<file path="config.mk">
export PLATFORM = sky130hd
export DESIGN_NAME = c65_ctrl
export DESIGN_NICKNAME = d
export VERILOG_FILES = /design/src/rtl/c65_pkg.sv /design/src/rtl/c65_ctrl.sv
export SDC_FILE = /design/constraint.sdc
export NUM_CORES = 1
export LEC_CHECK = 0
export BUFFER_PORTS_ARGS = -buffer_cell sky130_fd_sc_hd__buf_2
export CORE_ASPECT_RATIO = 0.8
export CORE_MARGIN = 5
export CORE_UTILIZATION = 60
export DETAILED_ROUTE_END_ITERATION = 7
export HOLD_SLACK_MARGIN = 0.08
export PLACE_DENSITY = 0.91
export SLEW_MARGIN = 20
export SYNTH_ARGS = -nofsm -noshare
export SYNTH_HDL_FRONTEND = slang
export SYNTH_SLANG_ARGS = --single-unit
</file>
<file path="constraint.sdc">
create_clock -name i_clk -period 3.3 [get_ports i_clk]
set_input_delay 0.165 -clock i_clk [delete_from_list [all_inputs] [get_ports i_clk]]
set_output_delay 0.165 -clock i_clk [all_outputs]
set_load 0.02 [all_outputs]
</file>
<file path="src/rtl/c65_pkg.sv">
// Package for the 6502 instruction step block: payload words, decode types,
// sequencer states, micro-operations and the instruction execute function.
// No dependencies.
package c65_pkg;

    typedef struct packed {
        logic [2:0]  mode;
        logic [15:0] address;
        logic [7:0]  data;
    } t_in_word;

    typedef struct packed {
        logic [1:0]  status;
        logic [7:0]  read_data;
        logic [15:0] program_counter;
        logic [7:0]  accumulator;
        logic [7:0]  index_x;
        logic [7:0]  index_y;
        logic [7:0]  stack_pointer;
        logic [7:0]  status_flags;
    } t_out_word;

    localparam logic [2:0] MODE_WRITE = 3'd0;
    localparam logic [2:0] MODE_READ  = 3'd1;
    localparam logic [2:0] MODE_EXEC  = 3'd2;
    localparam logic [2:0] MODE_RESET = 3'd3;
    localparam logic [2:0] MODE_START = 3'd4;

    localparam logic [1:0] ST_DONE = 2'd0;
    localparam logic [1:0] ST_STOP = 2'd1;
    localparam logic [1:0] ST_BRK  = 2'd2;
    localparam logic [1:0] ST_JAM  = 2'd3;

    localparam logic [15:0] STOP_RESET = 16'h080C;
    localparam logic [15:0] VEC_RESET  = 16'hFFFC;
    localparam logic [15:0] VEC_BRK    = 16'hFFFE;
    localparam logic [7:0]  P_RESET    = 8'h24;
    localparam logic [7:0]  SP_START   = 8'hFD;
    localparam logic [7:0]  RET_HI     = 8'h08;
    localparam logic [7:0]  RET_LO     = 8'h0C;

    localparam logic [7:0] OP_RTS = 8'h60;
    localparam logic [7:0] OP_PHA = 8'h48;
    localparam logic [7:0] OP_PLA = 8'h68;

    typedef enum logic [3:0] {
        CL_IMPL, CL_READ, CL_STORE, CL_RMW, CL_BRANCH, CL_JMP, CL_JMPI, CL_JSR,
        CL_RTS, CL_RTI, CL_BRK, CL_PUSH, CL_PULL, CL_JAM
    } t_cls;

    typedef enum logic [3:0] {
        AM_NONE, AM_IMM, AM_ZP, AM_ZPX, AM_ZPY, AM_ABS, AM_ABSX, AM_ABSY,
        AM_INDX, AM_INDY
    } t_am;

    typedef struct packed {
        t_cls cls;
        t_am  am;
    } t_dec;

    typedef struct packed {
        t_cls cls;
        t_am  am;
        logic jam;
        logic at_stop;
    } t_dp_stat;

    typedef enum logic [5:0] {
        U_NONE, U_HWRITE, U_HREAD, U_HLATCH, U_JAMST, U_STOPST, U_FETCH, U_RST,
        U_VLO, U_VHI, U_VEC, U_START1, U_START2, U_IMPL, U_JAM, U_PUSH, U_POP,
        U_PULL, U_POPLO, U_POPP, U_RET, U_BRK1, U_BRK2, U_BRK3, U_BRANCH,
        U_EXEC, U_ZP, U_PTR, U_PTR2, U_PTR3, U_JMP, U_JSR1, U_JSR2, U_IND1,
        U_IND2, U_IND3, U_ABS, U_STORE, U_RDEA, U_RMW
    } t_uop;

    typedef struct packed {
        logic accept;
        logic op_load;
        t_uop uop;
    } t_dp_cmd;

    typedef enum logic [4:0] {
        S_IDLE, S_HRD, S_V1, S_V2, S_ST2, S_OP, S_PL, S_PL2, S_PH, S_BK2,
        S_BK3, S_BK4, S_B1, S_B2, S_JS2, S_I1, S_I2, S_P1, S_P2, S_ACC,
        S_OPND, S_FIN
    } t_state;

    typedef struct packed {
        logic [7:0] a;
        logic [7:0] x;
        logic [7:0] y;
        logic [7:0] s;
        logic [7:0] p;
        logic [7:0] m;
    } t_regs;

    function automatic t_am mode_of(logic [2:0] bbb, logic uses_y);
        t_am am;
        unique case (bbb)
            3'd0: am = AM_IMM;
            3'd1: am = AM_ZP;
            3'd3: am = AM_ABS;
            3'd5: am = uses_y ? AM_ZPY : AM_ZPX;
            3'd7: am = uses_y ? AM_ABSY : AM_ABSX;
            default: am = AM_NONE;
        endcase
        return am;
    endfunction

    function automatic t_dec decode(logic [7:0] op);
        t_dec d;
        logic [2:0] aaa;
        logic [2:0] bbb;
        logic [1:0] cc;
        logic b_ld;
        logic b_st;
        aaa = op[7:5];
        bbb = op[4:2];
        cc = op[1:0];
        b_ld = (bbb == 3'd0) || (bbb == 3'd1) || (bbb == 3'd3) || (bbb == 3'd5)
            || (bbb == 3'd7);
        b_st = (bbb == 3'd1) || (bbb == 3'd3) || (bbb == 3'd5);
        d.cls = CL_JAM;
        d.am = AM_NONE;
        if (cc == 2'd1 && op != 8'h89) begin
            d.cls = (aaa == 3'd4) ? CL_STORE : CL_READ;
            unique case (bbb)
                3'd0: d.am = AM_INDX;
                3'd1: d.am = AM_ZP;
                3'd2: d.am = AM_IMM;
                3'd3: d.am = AM_ABS;
                3'd4: d.am = AM_INDY;
                3'd5: d.am = AM_ZPX;
                3'd6: d.am = AM_ABSY;
                default: d.am = AM_ABSX;
            endcase
        end else if (cc == 2'd2 && !aaa[2] && (b_st || bbb == 3'd2 || bbb == 3'd7)) begin
            d.cls = (bbb == 3'd2) ? CL_IMPL : CL_RMW;
            d.am = mode_of(bbb, 1'b0);
        end else if (cc == 2'd2 && aaa[2:1] == 2'b11 && bbb[0]) begin
            d.cls = CL_RMW;
            d.am = mode_of(bbb, 1'b0);
        end else if (cc == 2'd2 && aaa == 3'd5 && b_ld) begin
            d.cls = CL_READ;
            d.am = mode_of(bbb, 1'b1);
        end else if (cc == 2'd2 && aaa == 3'd4 && b_st) begin
            d.cls = CL_STORE;
            d.am = mode_of(bbb, 1'b1);
        end else if (cc == 2'd0 && aaa == 3'd5 && b_ld) begin
            d.cls = CL_READ;
            d.am = mode_of(bbb, 1'b0);
        end else if (cc == 2'd0 && aaa == 3'd4 && b_st) begin
            d.cls = CL_STORE;
            d.am = mode_of(bbb, 1'b0);
        end else if (cc == 2'd0 && aaa[2:1] == 2'b11
                     && (bbb == 3'd0 || bbb == 3'd1 || bbb == 3'd3)) begin
            d.cls = CL_READ;
            d.am = mode_of(bbb, 1'b0);
        end else if (op[4:0] == 5'h10) begin
            d.cls = CL_BRANCH;
        end else begin
            unique case (op)
                8'h24: begin
                    d.cls = CL_READ;
                    d.am = AM_ZP;
                end
                8'h4C: begin
                    d.cls = CL_JMP;
                    d.am = AM_ABS;
                end
                8'h6C: begin
                    d.cls = CL_JMPI;
                    d.am = AM_ABS;
                end
                8'h20: begin
                    d.cls = CL_JSR;
                    d.am = AM_ABS;
                end
                8'h60: d.cls = CL_RTS;
                8'h40: d.cls = CL_RTI;
                8'h00: d.cls = CL_BRK;
                8'h48, 8'h08: d.cls = CL_PUSH;
                8'h68, 8'h28: d.cls = CL_PULL;
                8'h18, 8'h38, 8'h58, 8'h78, 8'hB8, 8'hD8, 8'hF8, 8'hAA, 8'hA8,
                8'h8A, 8'h98, 8'hBA, 8'h9A, 8'hE8, 8'hC8, 8'hCA, 8'h88,
                8'hEA: d.cls = CL_IMPL;
                default: d.cls = CL_JAM;
            endcase
        end
        return d;
    endfunction

    function automatic logic [7:0] set_zn(logic [7:0] p, logic [7:0] v);
        logic [7:0] o;
        o = p;
        o[1] = (v == 8'h00);
        o[7] = v[7];
        return o;
    endfunction

    // Register and memory effects of every opcode that works on one operand.
    function automatic t_regs exec_op(logic [7:0] op, logic [7:0] v, t_regs r);
        t_regs o;
        logic [2:0] aaa;
        logic [2:0] bbb;
        logic [1:0] cc;
        logic [8:0] sum;
        logic [7:0] res;
        logic [7:0] cmp_r;
        o = r;
        o.m = v;
        aaa = op[7:5];
        bbb = op[4:2];
        cc = op[1:0];
        sum = '0;
        res = '0;
        cmp_r = '0;
        unique case (op)
            8'h18: o.p[0] = 1'b0;
            8'h38: o.p[0] = 1'b1;
            8'h58: o.p[2] = 1'b0;
            8'h78: o.p[2] = 1'b1;
            8'hB8: o.p[6] = 1'b0;
            8'hD8: o.p[3] = 1'b0;
            8'hF8: o.p[3] = 1'b1;
            8'hAA: begin
                o.x = r.a;
                o.p = set_zn(r.p, r.a);
            end
            8'hA8: begin
                o.y = r.a;
                o.p = set_zn(r.p, r.a);
            end
            8'h8A: begin
                o.a = r.x;
                o.p = set_zn(r.p, r.x);
            end
            8'h98: begin
                o.a = r.y;
                o.p = set_zn(r.p, r.y);
            end
            8'hBA: begin
                o.x = r.s;
                o.p = set_zn(r.p, r.s);
            end
            8'h9A: o.s = r.x;
            8'hE8: begin
                o.x = r.x + 8'd1;
                o.p = set_zn(r.p, o.x);
            end
            8'hC8: begin
                o.y = r.y + 8'd1;
                o.p = set_zn(r.p, o.y);
            end
            8'hCA: begin
                o.x = r.x - 8'd1;
                o.p = set_zn(r.p, o.x);
            end
            8'h88: begin
                o.y = r.y - 8'd1;
                o.p = set_zn(r.p, o.y);
            end
            8'hEA: o.m = v;
            8'h24: begin
                o.p[1] = ((r.a & v) == 8'h00);
                o.p[7:6] = v[7:6];
            end
            default: begin
                if (cc == 2'd1) begin
                    unique case (aaa)
                        3'd0: o.a = r.a | v;
                        3'd1: o.a = r.a & v;
                        3'd2: o.a = r.a ^ v;
                        3'd3: begin
                            sum = {1'b0, r.a} + {1'b0, v} + {8'd0, r.p[0]};
                            o.a = sum[7:0];
                            o.p[0] = sum[8];
                            o.p[6] = (~(r.a ^ v) & (r.a ^ sum[7:0])) >> 7 != 8'd0;
                        end
                        3'd4: o.m = r.a;
                        3'd5: o.a = v;
                        3'd6: begin
                            sum = {1'b0, r.a} + {1'b0, ~v} + 9'd1;
                            o.p[0] = sum[8];
                            o.p = set_zn(o.p, sum[7:0]);
                        end
                        default: begin
                            sum = {1'b0, r.a} + {1'b0, ~v} + {8'd0, r.p[0]};
                            o.a = sum[7:0];
                            o.p[0] = sum[8];
                            o.p[6] = ((r.a ^ sum[7:0]) & (r.a ^ v)) >> 7 != 8'd0;
                        end
                    endcase
                    if (aaa != 3'd4 && aaa != 3'd6) begin
                        o.p = set_zn(o.p, o.a);
                    end
                end else if (cc == 2'd2 && !aaa[2]) begin
                    unique case (aaa[1:0])
                        2'd0: begin
                            o.p[0] = v[7];
                            res = {v[6:0], 1'b0};
                        end
                        2'd1: begin
                            o.p[0] = v[7];
                            res = {v[6:0], r.p[0]};
                        end
                        2'd2: begin
                            o.p[0] = v[0];
                            res = {1'b0, v[7:1]};
                        end
                        default: begin
                            o.p[0] = v[0];
                            res = {r.p[0], v[7:1]};
                        end
                    endcase
                    o.p = set_zn(o.p, res);
                    if (bbb == 3'd2) begin
                        o.a = res;
                    end else begin
                        o.m = res;
                    end
                end else if (cc == 2'd2 && aaa[2:1] == 2'b11) begin
                    res = aaa[0] ? v + 8'd1 : v - 8'd1;
                    o.m = res;
                    o.p = set_zn(r.p, res);
                end else if (cc == 2'd2 && aaa == 3'd5) begin
                    o.x = v;
                    o.p = set_zn(r.p, v);
                end else if (cc == 2'd2) begin
                    o.m = r.x;
                end else if (aaa == 3'd5) begin
                    o.y = v;
                    o.p = set_zn(r.p, v);
                end else if (aaa == 3'd4) begin
                    o.m = r.y;
                end else begin
                    cmp_r = aaa[0] ? r.x : r.y;
                    sum = {1'b0, cmp_r} + {1'b0, ~v} + 9'd1;
                    o.p[0] = sum[8];
                    o.p = set_zn(o.p, sum[7:0]);
                end
            end
        endcase
        return o;
    endfunction

endpackage

</file>
<file path="src/rtl/c65_ctrl.sv">
// Sequencer for the 6502 step block: walks each request through its memory
// cycles and issues one micro-operation a cycle. Depends on c65_pkg.
module c65_ctrl (
    input  logic              i_clk,
    input  logic              i_rst_n,
    input  logic              start,
    input  logic [2:0]        i_mode,
    input  c65_pkg::t_dp_stat i_stat,
    output c65_pkg::t_dp_cmd  o_cmd,
    output logic              busy,
    output logic              o_strobe
);
    import c65_pkg::*;

    t_state r_state;
    t_state n_state;

    always_ff @(posedge i_clk) begin
        if (!i_rst_n) begin
            r_state <= S_IDLE;
        end else begin
            r_state <= n_state;
        end
    end

    always_comb begin
        n_state = r_state;
        unique case (r_state)
            S_IDLE: begin
                if (start) begin
                    unique case (i_mode)
                        MODE_READ:  n_state = S_HRD;
                        MODE_EXEC:  n_state = (i_stat.jam || i_stat.at_stop) ? S_FIN : S_OP;
                        MODE_RESET: n_state = S_V1;
                        MODE_START: n_state = S_ST2;
                        default:    n_state = S_FIN;
                    endcase
                end
            end
            S_HRD: n_state = S_FIN;
            S_V1:  n_state = S_V2;
            S_V2:  n_state = S_FIN;
            S_ST2: n_state = S_FIN;
            S_OP: begin
                unique case (i_stat.cls)
                    CL_IMPL, CL_JAM, CL_PUSH: n_state = S_FIN;
                    CL_PULL, CL_RTS, CL_RTI:  n_state = S_PL;
                    CL_BRK:                   n_state = S_BK2;
                    default:                  n_state = S_B1;
                endcase
            end
            S_PL: begin
                unique case (i_stat.cls)
                    CL_RTS:  n_state = S_PH;
                    CL_RTI:  n_state = S_PL2;
                    default: n_state = S_FIN;
                endcase
            end
            S_PL2: n_state = S_PH;
            S_PH:  n_state = S_FIN;
            S_BK2: n_state = S_BK3;
            S_BK3: n_state = S_BK4;
            S_BK4: n_state = S_V1;
            S_B1: begin
                priority if (i_stat.cls == CL_BRANCH || i_stat.am == AM_IMM) begin
                    n_state = S_FIN;
                end else if (i_stat.am == AM_ZP || i_stat.am == AM_ZPX
                             || i_stat.am == AM_ZPY) begin
                    n_state = S_ACC;
                end else if (i_stat.am == AM_INDX || i_stat.am == AM_INDY) begin
                    n_state = S_P1;
                end else begin
                    n_state = S_B2;
                end
            end
            S_B2: begin
                unique case (i_stat.cls)
                    CL_JMP:  n_state = S_FIN;
                    CL_JSR:  n_state = S_JS2;
                    CL_JMPI: n_state = S_I1;
                    default: n_state = S_ACC;
                endcase
            end
            S_JS2: n_state = S_FIN;
            S_I1:  n_state = S_I2;
            S_I2:  n_state = S_FIN;
            S_P1:  n_state = S_P2;
            S_P2:  n_state = S_ACC;
            S_ACC: n_state = (i_stat.cls == CL_STORE) ? S_FIN : S_OPND;
            S_OPND: n_state = S_FIN;
            default: n_state = S_IDLE;
        endcase
    end

    always_comb begin
        o_cmd.accept = 1'b0;
        o_cmd.op_load = 1'b0;
        o_cmd.uop = U_NONE;
        unique case (r_state)
            S_IDLE: begin
                if (start) begin
                    o_cmd.accept = 1'b1;
                    unique case (i_mode)
                        MODE_WRITE: o_cmd.uop = U_HWRITE;
                        MODE_READ:  o_cmd.uop = U_HREAD;
                        MODE_EXEC: begin
                            priority if (i_stat.jam) begin
                                o_cmd.uop = U_JAMST;
                            end else if (i_stat.at_stop) begin
                                o_cmd.uop = U_STOPST;
                            end else begin
                                o_cmd.uop = U_FETCH;
                            end
                        end
                        MODE_RESET: o_cmd.uop = U_RST;
                        MODE_START: o_cmd.uop = U_START1;
                        default:    o_cmd.uop = U_NONE;
                    endcase
                end
            end
            S_HRD: o_cmd.uop = U_HLATCH;
            S_V1:  o_cmd.uop = U_VLO;
            S_V2:  o_cmd.uop = U_VHI;
            S_ST2: o_cmd.uop = U_START2;
            S_OP: begin
                o_cmd.op_load = 1'b1;
                unique case (i_stat.cls)
                    CL_IMPL:                 o_cmd.uop = U_IMPL;
                    CL_JAM:                  o_cmd.uop = U_JAM;
                    CL_PUSH:                 o_cmd.uop = U_PUSH;
                    CL_PULL, CL_RTS, CL_RTI: o_cmd.uop = U_POP;
                    CL_BRK:                  o_cmd.uop = U_BRK1;
                    default:                 o_cmd.uop = U_FETCH;
                endcase
            end
            S_PL: begin
                unique case (i_stat.cls)
                    CL_RTS:  o_cmd.uop = U_POPLO;
                    CL_RTI:  o_cmd.uop = U_POPP;
                    default: o_cmd.uop = U_PULL;
                endcase
            end
            S_PL2: o_cmd.uop = U_POPLO;
            S_PH:  o_cmd.uop = U_RET;
            S_BK2: o_cmd.uop = U_BRK2;
            S_BK3: o_cmd.uop = U_BRK3;
            S_BK4: o_cmd.uop = U_VEC;
            S_B1: begin
                priority if (i_stat.cls == CL_BRANCH) begin
                    o_cmd.uop = U_BRANCH;
                end else if (i_stat.am == AM_IMM) begin
                    o_cmd.uop = U_EXEC;
                end else if (i_stat.am == AM_ZP || i_stat.am == AM_ZPX
                             || i_stat.am == AM_ZPY) begin
                    o_cmd.uop = U_ZP;
                end else if (i_stat.am == AM_INDX || i_stat.am == AM_INDY) begin
                    o_cmd.uop = U_PTR;
                end else begin
                    o_cmd.uop = U_FETCH;
                end
            end
            S_B2: begin
                unique case (i_stat.cls)
                    CL_JMP:  o_cmd.uop = U_JMP;
                    CL_JSR:  o_cmd.uop = U_JSR1;
                    CL_JMPI: o_cmd.uop = U_IND1;
                    default: o_cmd.uop = U_ABS;
                endcase
            end
            S_JS2: o_cmd.uop = U_JSR2;
            S_I1:  o_cmd.uop = U_IND2;
            S_I2:  o_cmd.uop = U_IND3;
            S_P1:  o_cmd.uop = U_PTR2;
            S_P2:  o_cmd.uop = U_PTR3;
            S_ACC: o_cmd.uop = (i_stat.cls == CL_STORE) ? U_STORE : U_RDEA;
            S_OPND: o_cmd.uop = (i_stat.cls == CL_RMW) ? U_RMW : U_EXEC;
            default: o_cmd.uop = U_NONE;
        endcase
    end

    assign busy = (r_state != S_IDLE);
    assign o_strobe = (r_state == S_FIN);
endmodule

</file>
* Word level (Yosys, flattened, before mapping)
Cells that the tools add are included.
Storage, ports and cells: register bits 5, input bits 16, output and inout bits 10, word-level logic and storage cells 85
Cells by class: eq/ne operators 44, mux-type cells 28, reduce and logical (&&, ||, !) cells 12
Operators by type and width (count):
- $pmux W6 S21 | 1
- $pmux W5 S15 | 1
- $mux W5 | 9
- $eq A5 B4 Y1 const B | 8
- $eq A4 B4 Y1 const B | 8
- $eq A5 B5 Y1 const B | 6
- $pmux W5 S3 | 2
- $pmux W5 S5 | 1
- $eq A4 B3 Y1 const B | 5
- $eq A5 B3 Y1 const B | 4
- $pmux W4 S5 | 1
- $pmux W5 S4 | 1
- $pmux W6 S3 | 1
- $eq A4 B2 Y1 const B | 4
- $eq A5 B2 Y1 const B | 2
- $pmux W5 S2 | 1
- $reduce_or A7 Y1 | 1
- $eq A3 B2 Y1 const B | 2
- $mux W2 | 3
- $mux W6 | 1
- $reduce_or A3 Y1 | 2
- $eq A5 B1 Y1 const B | 1
- $logic_not A5 Y1 | 1
- $logic_or A1 B1 Y1 | 5
- other kinds (10) | 13

* Depth between registers and ports, before layout
Gate-level depths: netlist of the first run.
depth in word-level cells 7, mapped depth 7, gate-level depth less buffers 5

* Worst setup path after synthesis of the first run
OpenSTA, ideal clock, no wires.
path kind reg-to-output, from register r_state[2], to output port o_cmd[3] in the netlist's numbering, arrival 1713 ps, data required time 3135 ps, setup slack 1422 ps, cell stages (with the launch flop) 4, buffers on the path 1, cell sequence dfxtp_1 buf_2 or3b_4 o311ai_0
RTL lines:
- from (decl) | RTL line c65_ctrl.sv:15 | t_state r_state;
- from (signal assigned) | RTL line c65_ctrl.sv:22 | r_state <= n_state;
- to (decl) | RTL line c65_ctrl.sv:9 | output c65_pkg::t_dp_cmd o_cmd,

==> load_flow_metrics.sql, run 1 <==
INSERT INTO impl_metrics (metric_group, metric, value, unit) VALUES
('status', 'outcome', 'finished, violations left', ''),
('status', 'failed_checks', 'design-rule violations', ''),
('synthesis', 'register_bit_total_from_synthesis', '5', ''),
('layout', 'stdcell_count', '246', ''),
('power_and_ir_drop', 'power_density', '712', 'mW/mm^2'),
('layout', 'fillCellCount', '200', ''),
('placement', 'io_buffer_count', '25', ''),
('layout', 'layout-drive-gt1-share', '0.190', ''),
('placement', 'routabilityCongestion', '1.13', ''),
('timing', 'layout_worst_path_cycle_share', '0.786', ''),
('setup_path', 'crit_path_end_kind', 'output port', ''),
('synthesis', 'ys_warn_count', '0', ''),
('synthesis', 'number_of_synthesized_flops_with_an_enable_pin', '0', ''),
('hold_path', 'worstHoldPathType', 'in -> reg', ''),
('floorplan', 'die_outline_height', '52.5', 'um'),
('grt', 'grt_antenna_before_repair', '0', ''),
('floorplan', 'initial_core_util', '0.628', ''),
('power_and_ir_drop', 'design_power_total', '1.04', 'mW'),
('synthesis', 'seq_area_frac_synth', '0.0739', ''),
('layout', 'num_antenna_cells', '0', ''),
('floorplan', 'core-area', '0.00216', 'mm^2'),
('route', 'detail_route.wl_per_cell', '18.4', 'um'),
('clock_network', 'cts-htree-levels', '1', ''),
('layout', 'finish.net_count', '238', ''),
('clock_network', 'post_cts_resized', '0', ''),
('layout', 'biggestRegsByFlops', 'r_state x5', ''),
('floorplan', 'dieWidth', '63.1', 'um'),
('timing', 'slew_violations', '0', ''),
('timing', 'tightestPinTransition', '0.784', 'ns'),
('synthesis', 'main_flop_type_after_synthesis', 'sky130_fd_sc_hd__dfxtp_1', ''),
('floorplan', 'boundaryPins', '26', ''),
('timing', 'fmaxAchievable', '386', 'MHz'),
('synthesis', 'synthCells', '208', ''),
('setup_path', 'criticalPathCategory', 'reg -> out', ''),
('synthesis', 'synthesis.area_per_instance', '6.51', 'um^2'),
('route', 'route.detailed.drc', '21', ''),
('clock_network', 'clock_insertion_delay_worst_skew', '0.26', 'ns'),
('clock_network', 'setup_fix_buffers_added_after_clock_tree_synthesis', '0', ''),
('synthesis', 'synth.net_count', '224', ''),
('setup_path', 'crit_start_category', 'register', ''),
('floorplan', 'fp-row-count', '15', ''),
('floorplan', 'die-area', '0.00331', 'mm^2'),
('layout', 'largest_reg_flops', '5', ''),
('clock_network', 'cts_buffers', '3', ''),
('setup_path', 'max_stage_delay', '0.68', 'ns'),
('synthesis', 'yosys.cell_types.count', '54', ''),
('timing', 'slew-limit-headroom', '0.477', ''),
('setup_path', 'cp_max_fo', '17', ''),
('setup_path', 'cp_cell_sequence', 'nor3b_2 -> nand2_1 -> a31oi_1 -> a211oi_1 -> o311ai_0 -> buf_2', ''),
('run', 'max_cap_viols', '0', ''),
('placement', 'final_hpwl_dp', '3320', 'um'),
('setup_path', 'worstPathRequired', '3.13', 'ns'),
('timing', 'setup_viol', '0', ''),
('route', 'postRouteWirelength', '4520', 'um'),
('route', 'first_iter_violations', '389', ''),
('setup_path', 'critPathSlowestCell', 'sky130_fd_sc_hd__dfxtp_1', ''),
('timing', 'fin_setup_tns', '0', 'ns'),
('setup_path', 'arrival', '2.43', 'ns'),
('timing', 'final_critical_path_setup_slack', '0.708', 'ns'),
('synthesis', 'ys_async_sr_fraction', '0', ''),
('synthesis', 'syn_area', '0.00136', 'mm^2'),
('clock_network', 'tritoncts', 'built', ''),
('route', 'final_antenna_net_count', '0', ''),
('power_and_ir_drop', 'peakVddDrop', '0.613', 'mV'),
('timing', 'final.setup_skew', '0.000860', 'ns'),
('clock_network', 'cts.clk_slew.worst_paths', '0.05', 'ns'),
('power_and_ir_drop', 'p_leak', '0.520', 'nW'),
('clock_network', 'cts_hold_buf', '0', ''),
('grt', 'gr-usage-all-layers', '0.268', ''),
('timing', 'grt_setup_unrepaired', 'no', ''),
('route', 'route.vias.total', '1858', '');
-- metrics by stage --
stage          instance area (um^2)  hold slack (ns)
2_1_floorplan                  1360            0.412
3_3_place_gp                   1430            0.613
3_5_place_dp                   1430            0.590
4_1_cts                        1460            0.320
5_1_grt                        1460            0.340
6_report                       1460            0.337
-- cell families (layout without fill, tap and decap cells) --
kind of cell | Yosys count | count (layout) | share of synthesized area
AO/OA/AOI/OAI | 80 | 80 | 0.413
flip-flops | 5 | 5 | 0.0739
XOR/XNOR | 1 | 1 | 0.00646
AND/OR/NAND/NOR | 97 | 97 | 0.415
buffers and inverters | 25 | 38 | 0.0923
-- Yosys cell counts (3+ instances only) --
library cell | n | share of area
sky130_fd_sc_hd__a211oi_1 | 6 | 0.033
sky130_fd_sc_hd__a21oi_1 | 19 | 0.070
sky130_fd_sc_hd__a31oi_1 | 9 | 0.042
sky130_fd_sc_hd__a32oi_1 | 4 | 0.026
sky130_fd_sc_hd__buf_2 | 16 | 0.059
sky130_fd_sc_hd__dfxtp_1 | 5 | 0.074
sky130_fd_sc_hd__inv_1 | 4 | 0.011
sky130_fd_sc_hd__nand2_1 | 20 | 0.055
sky130_fd_sc_hd__nand2b_1 | 5 | 0.023
sky130_fd_sc_hd__nand3_1 | 4 | 0.015
sky130_fd_sc_hd__nand3b_1 | 4 | 0.022
sky130_fd_sc_hd__nand4_1 | 4 | 0.018
sky130_fd_sc_hd__nor2_1 | 22 | 0.061
sky130_fd_sc_hd__nor2b_1 | 8 | 0.037
sky130_fd_sc_hd__nor3_1 | 9 | 0.033
sky130_fd_sc_hd__nor4b_1 | 4 | 0.026
sky130_fd_sc_hd__o2111ai_1 | 3 | 0.019
sky130_fd_sc_hd__o211ai_1 | 3 | 0.017
sky130_fd_sc_hd__o21ai_0 | 11 | 0.041
sky130_fd_sc_hd__o221ai_1 | 3 | 0.019
sky130_fd_sc_hd__o31ai_1 | 3 | 0.017
-- worst max-delay path, delay by kind of cell, from the launching register on --
kind | cells | cell delay, ns
buffers and inverters | 1 | 0.24
and+or+nand+nor | 2 | 0.67
DFF | 1 | 0.68
AOI/OAI and AO/OA | 3 | 0.58
-- layout by cell type (no fill, tap or decap), types with 5 or more instances in the layout --
| cell type | Yosys | layout |
|---|---|---|
| sky130_fd_sc_hd__o21ai_0 | 11 | 11 |
| sky130_fd_sc_hd__nor2_1 | 22 | 22 |
| sky130_fd_sc_hd__dfxtp_1 | 5 | 5 |
| sky130_fd_sc_hd__nor2b_1 | 8 | 8 |
| sky130_fd_sc_hd__a31oi_1 | 9 | 9 |
| sky130_fd_sc_hd__nand2b_1 | 5 | 5 |
| sky130_fd_sc_hd__nand2_1 | 20 | 20 |
| sky130_fd_sc_hd__buf_2 | 16 | 25 |
| sky130_fd_sc_hd__nor3_1 | 9 | 9 |
| sky130_fd_sc_hd__a211oi_1 | 6 | 6 |
| sky130_fd_sc_hd__a21oi_1 | 19 | 19 |
-- power by group --
part	leakage [nW]	switching [mW]	total [mW]	internal [mW]
clock network	0.0177	0.0320	0.0762	0.0442
registers	0.0412	0.0937	0.175	0.0814
logic	0.461	0.493	0.788	0.295
-- area by class of cell --
| type | instances | area [um^2] | share of cell area |
|---|---|---|---|
| sequential | 5 | 100 | 0.0686 |
| clock inverter | 1 | 5.00 | 0.00343 |
| tap | 25 | 31.3 | 0.0214 |
| clock buffer | 3 | 22.5 | 0.0154 |
| timing repair buffer | 28 | 148 | 0.101 |
| inverter | 6 | 22.5 | 0.0154 |
| multi-input combinational | 178 | 1130 | 0.774 |
-- routing by layer --
layer | vias up | global-route usage | routed length, um
met3 | 36 | 0.0858 | 724
li1 | 837 | - | -
met5 | - | 0 | 0
met2 | 190 | 0.403 | 1770
met1 | 795 | 0.367 | 1840
met4 | 0 | 0.0671 | 185
-- path summary, 6_finish.rpt --
kind,start,endpoint,slack (ns),cells after the start
setup / recovery,r_state[2],o_cmd[3],0.71,6
hold / removal,i_rst_n,r_state[1],0.34,3
setup reg to reg,r_state[1],r_state[3],1.10,5
hold reg to reg,r_state[4],r_state[1],0.98,3
Power figures use the tool's default switching activity.
==> inputs of run 2 (changes only) <==
CORE_UTILIZATION = 56   (was 60)
PLACE_DENSITY = 0.86   (was 0.91)
clock period = 2.7 ns   (was 3.3 ns; I/O delays follow)
==> run 2 against run 1 <==
Effect of this change:
- the flow now finishes without violations
- sequential share of layout area down 0.11 points
- total power rose by 26%
- combinational power is 28% higher
- global-route usage increased by 1.1 points
- critical path depth is 1 higher
==> load_flow_metrics.sql, run 2 (synthesized netlist as in run 1, its figures left out) <==
INSERT INTO impl_metrics (metric_group, metric, value, unit) VALUES
('timing', 'tightestPinTransition', '0.788', 'ns'),
('clock_network', 'cts.clk_slew.worst_paths', '0.05', 'ns'),
('clock_network', 'clock_insertion_delay_worst_skew', '0.25', 'ns'),
('clock_network', 'setup_fix_buffers_added_after_clock_tree_synthesis', '0', ''),
('power_and_ir_drop', 'clock_power_share', '0.069', ''),
('route', 'wl_met2', '2040', 'um'),
('grt', 'gr-usage-all-layers', '0.279', ''),
('clock_network', 'post_cts_resized', '0', ''),
('route', 'route.detailed.drc', '0', ''),
('run', 'max_cap_viols', '0', ''),
('power_and_ir_drop', 'p_leak', '0.531', 'nW'),
('layout', 'layout-drive-gt1-share', '0.196', ''),
('status', 'outcome', 'finished clean', ''),
('setup_path', 'buf_inv_stages_crit_path', '2', ''),
('floorplan', 'dieWidth', '65.0', 'um'),
('placement', 'io_buffer_count', '25', ''),
('timing', 'fmaxAchievable', '416', 'MHz'),
('placement', 'post-place-cells', '247', ''),
('route', 'detail_route.wl_per_cell', '19.4', 'um'),
('clock_network', 'root_buffer_selected_by_cts', 'sky130_fd_sc_hd__clkbuf_4', ''),
('layout', 'largest_reg_flops', '5', ''),
('timing', 'hold_viol', '0', ''),
('route', 'final_antenna_net_count', '0', ''),
('power_and_ir_drop', 'intPower', '0.531', 'mW'),
('layout', 'layout.cells.most_common', 'sky130_fd_sc_hd__buf_2', ''),
('timing', 'layout_worst_path_cycle_share', '0.889', ''),
('clock_network', 'tritoncts_num_sinks', '5', ''),
('setup_path', 'crit_start_category', 'register', ''),
('power_and_ir_drop', 'power_switching', '0.780', 'mW'),
('floorplan', 'initial_core_util', '0.569', ''),
('route', 'routedLengthMet1', '1920', 'um'),
('clock_network', 'cts-htree-levels', '1', ''),
('power_and_ir_drop', 'seq_power_share', '0.157', ''),
('grt', 'grt_pass1_wl', '7690', 'um'),
('power_and_ir_drop', 'peakVddDrop', '0.387', 'mV'),
('timing', 'layout_min_cycle_time', '2.40', 'ns'),
('clock_network', 'tritoncts', 'built', ''),
('setup_path', 'worstPathRequired', '2.57', 'ns'),
('route', 'first_iter_violations', '332', ''),
('route', 'firstDrtPassIters', '6', ''),
('timing', 'setup_viol', '0', ''),
('floorplan', 'die_outline_height', '54.0', 'um'),
('grt', 'globalRouteOverflowTotal', '0', ''),
('timing', 'final.setup_skew', '0.00455', 'ns'),
('grt', 'grt_start_max_net_pins', '30', ''),
('setup_path', 'regToRegStartpoint', 'r_state[1]', ''),
('setup_path', 'path_delay_family', 'compound AO/OA/AOI/OAI gates', ''),
('hold_path', 'worst_hold_startpoint', 'i_rst_n', ''),
('grt', 'first_global_vias', '1684', ''),
('setup_path', 'cp_max_fo', '14', ''),
('hold_path', 'worstHoldPathType', 'in -> reg', ''),
('floorplan', 'fp-row-count', '16', ''),
('route', 'route.vias.total', '1856', ''),
('clock_network', 'cts_hold_buf', '0', ''),
('timing', 'slew_violations', '0', ''),
('floorplan', 'die-area', '0.00351', 'mm^2'),
('power_and_ir_drop', 'p_comb_frac', '0.774', ''),
('setup_path', 'cp_cell_sequence', 'buf_4 -> and2b_2 -> a21oi_1 -> o21ai_0 -> a211oi_1 -> o311ai_0 -> buf_2', ''),
('route', 'viasPerCell', '7.39', ''),
('timing', 'worst_hold_slack', '0.320', 'ns'),
('layout', 'synthToLayoutAreaGrowth', '9.42', '%'),
('layout', 'finish.utilization', '0.622', ''),
('grt', 'grt_antenna_before_repair', '0', ''),
('clock_network', 'cts_max_path_buffers', '2', ''),
('clock_network', 'cts_buffers', '3', ''),
('power_and_ir_drop', 'power_density', '884', 'mW/mm^2'),
('floorplan', 'core-area', '0.00238', 'mm^2'),
('route', 'postRouteWirelength', '4880', 'um'),
('route', 'routed-wl-met3', '766', 'um'),
('setup_path', 'arrival', '2.27', 'ns'),
('setup_path', 'startpoint', 'r_state[1]', ''),
('layout', 'stdcell_count', '251', ''),
('route', 'highest-signal-layer', 'met4', ''),
('layout', 'biggestRegsByFlops', 'r_state x5', ''),
('power_and_ir_drop', 'power_switching_share', '0.595', ''),
('placement', 'final_hpwl_dp', '3580', 'um'),
('layout', 'finish.net_count', '241', ''),
('floorplan', 'boundaryPins', '26', ''),
('setup_path', 'criticalPathCategory', 'reg -> out', ''),
('layout', 'num_antenna_cells', '0', ''),
('setup_path', 'critPathSlowestCell', 'sky130_fd_sc_hd__dfxtp_1', ''),
('layout', 'regMostFlops', 'r_state', ''),
('timing', 'slew-limit-headroom', '0.474', ''),
('timing', 'fin_setup_tns', '0', 'ns'),
('placement', 'routabilityCongestion', '1.12', ''),
('timing', 'grt_setup_unrepaired', 'no', ''),
('setup_path', 'max_stage_delay', '0.46', 'ns'),
('setup_path', 'crit_path_end_kind', 'output port', ''),
('layout', 'mostFrequentLayoutCells', '25 x sky130_fd_sc_hd__buf_2, 22 x sky130_fd_sc_hd__nor2_1, 20 x sky130_fd_sc_hd__nand2_1', '');
-- run 2: changes by cell type in the layout (fill, tap and decap cells not counted), sizes merged --
cell / change
buf: +3
clkbuf: +1
clkinv: -1
-- run 2: final cells by class --
| type | instances | area (um^2) |
|---|---|---|
| tap | 27 | 33.8 |
| inverter | 6 | 22.5 |
| fill | 218 | 900 |
| sequential | 5 | 100 |
| multi-input combinational | 178 | 1130 |
| clock buffer | 4 | 26.3 |
| timing repair buffer | 31 | 170 |
-- run 2: layer usage --
| metal | up-vias | track usage |
|---|---|---|
| li1 | 836 | - |
| met1 | 820 | 0.354 |
| met2 | 175 | 0.441 |
| met3 | 25 | 0.0960 |
| met4 | 0 | 0.0947 |
| met5 | - | 0 |
-- run 2: worst register-to-register path: stages, from the launching register on --
cell and delay (ns):
sky130_fd_sc_hd__dfxtp_1 0.64, sky130_fd_sc_hd__and2_1 0.43, sky130_fd_sc_hd__nand2_1 0.08, sky130_fd_sc_hd__or4_1 0.42, sky130_fd_sc_hd__o221a_1 0.14, sky130_fd_sc_hd__a31oi_1 0.20
-- run 2: power by group through the flow --
| stage | Sequential (mW) | Clock, mW | Combinational, mW |
|---|---|---|---|
| after floorplan | 0.116 | 0 | 0.784 |
| after global routing | 0.209 | 0.0929 | 1.08 |
| after global placement | 0.198 | 0 | 0.983 |
| after CTS | 0.198 | 0.0892 | 0.981 |
| final | 0.206 | 0.0901 | 1.01 |
| after detailed placement | 0.199 | 0 | 0.976 |
-- run 2: worst paths after layout --
check,end,depth (start not counted),slack (ns)
max,o_cmd[3],7,0.30
min,r_state[4],3,0.32
max reg2reg,r_state[3],5,0.70
min reg2reg,r_state[2],3,0.82
-- run 2: per-stage QoR --
step / worst slack (ns) / total power, mW / cell area, um^2
finish: 0.299 / 1.31 / 1480
global route: 0.183 / 1.38 / 1480
CTS: 0.377 / 1.27 / 1480
detailed placement: 0.643 / 1.17 / 1460
global placement: 0.624 / 1.18 / 1460
floorplan: 0.852 / 0.900 / 1360
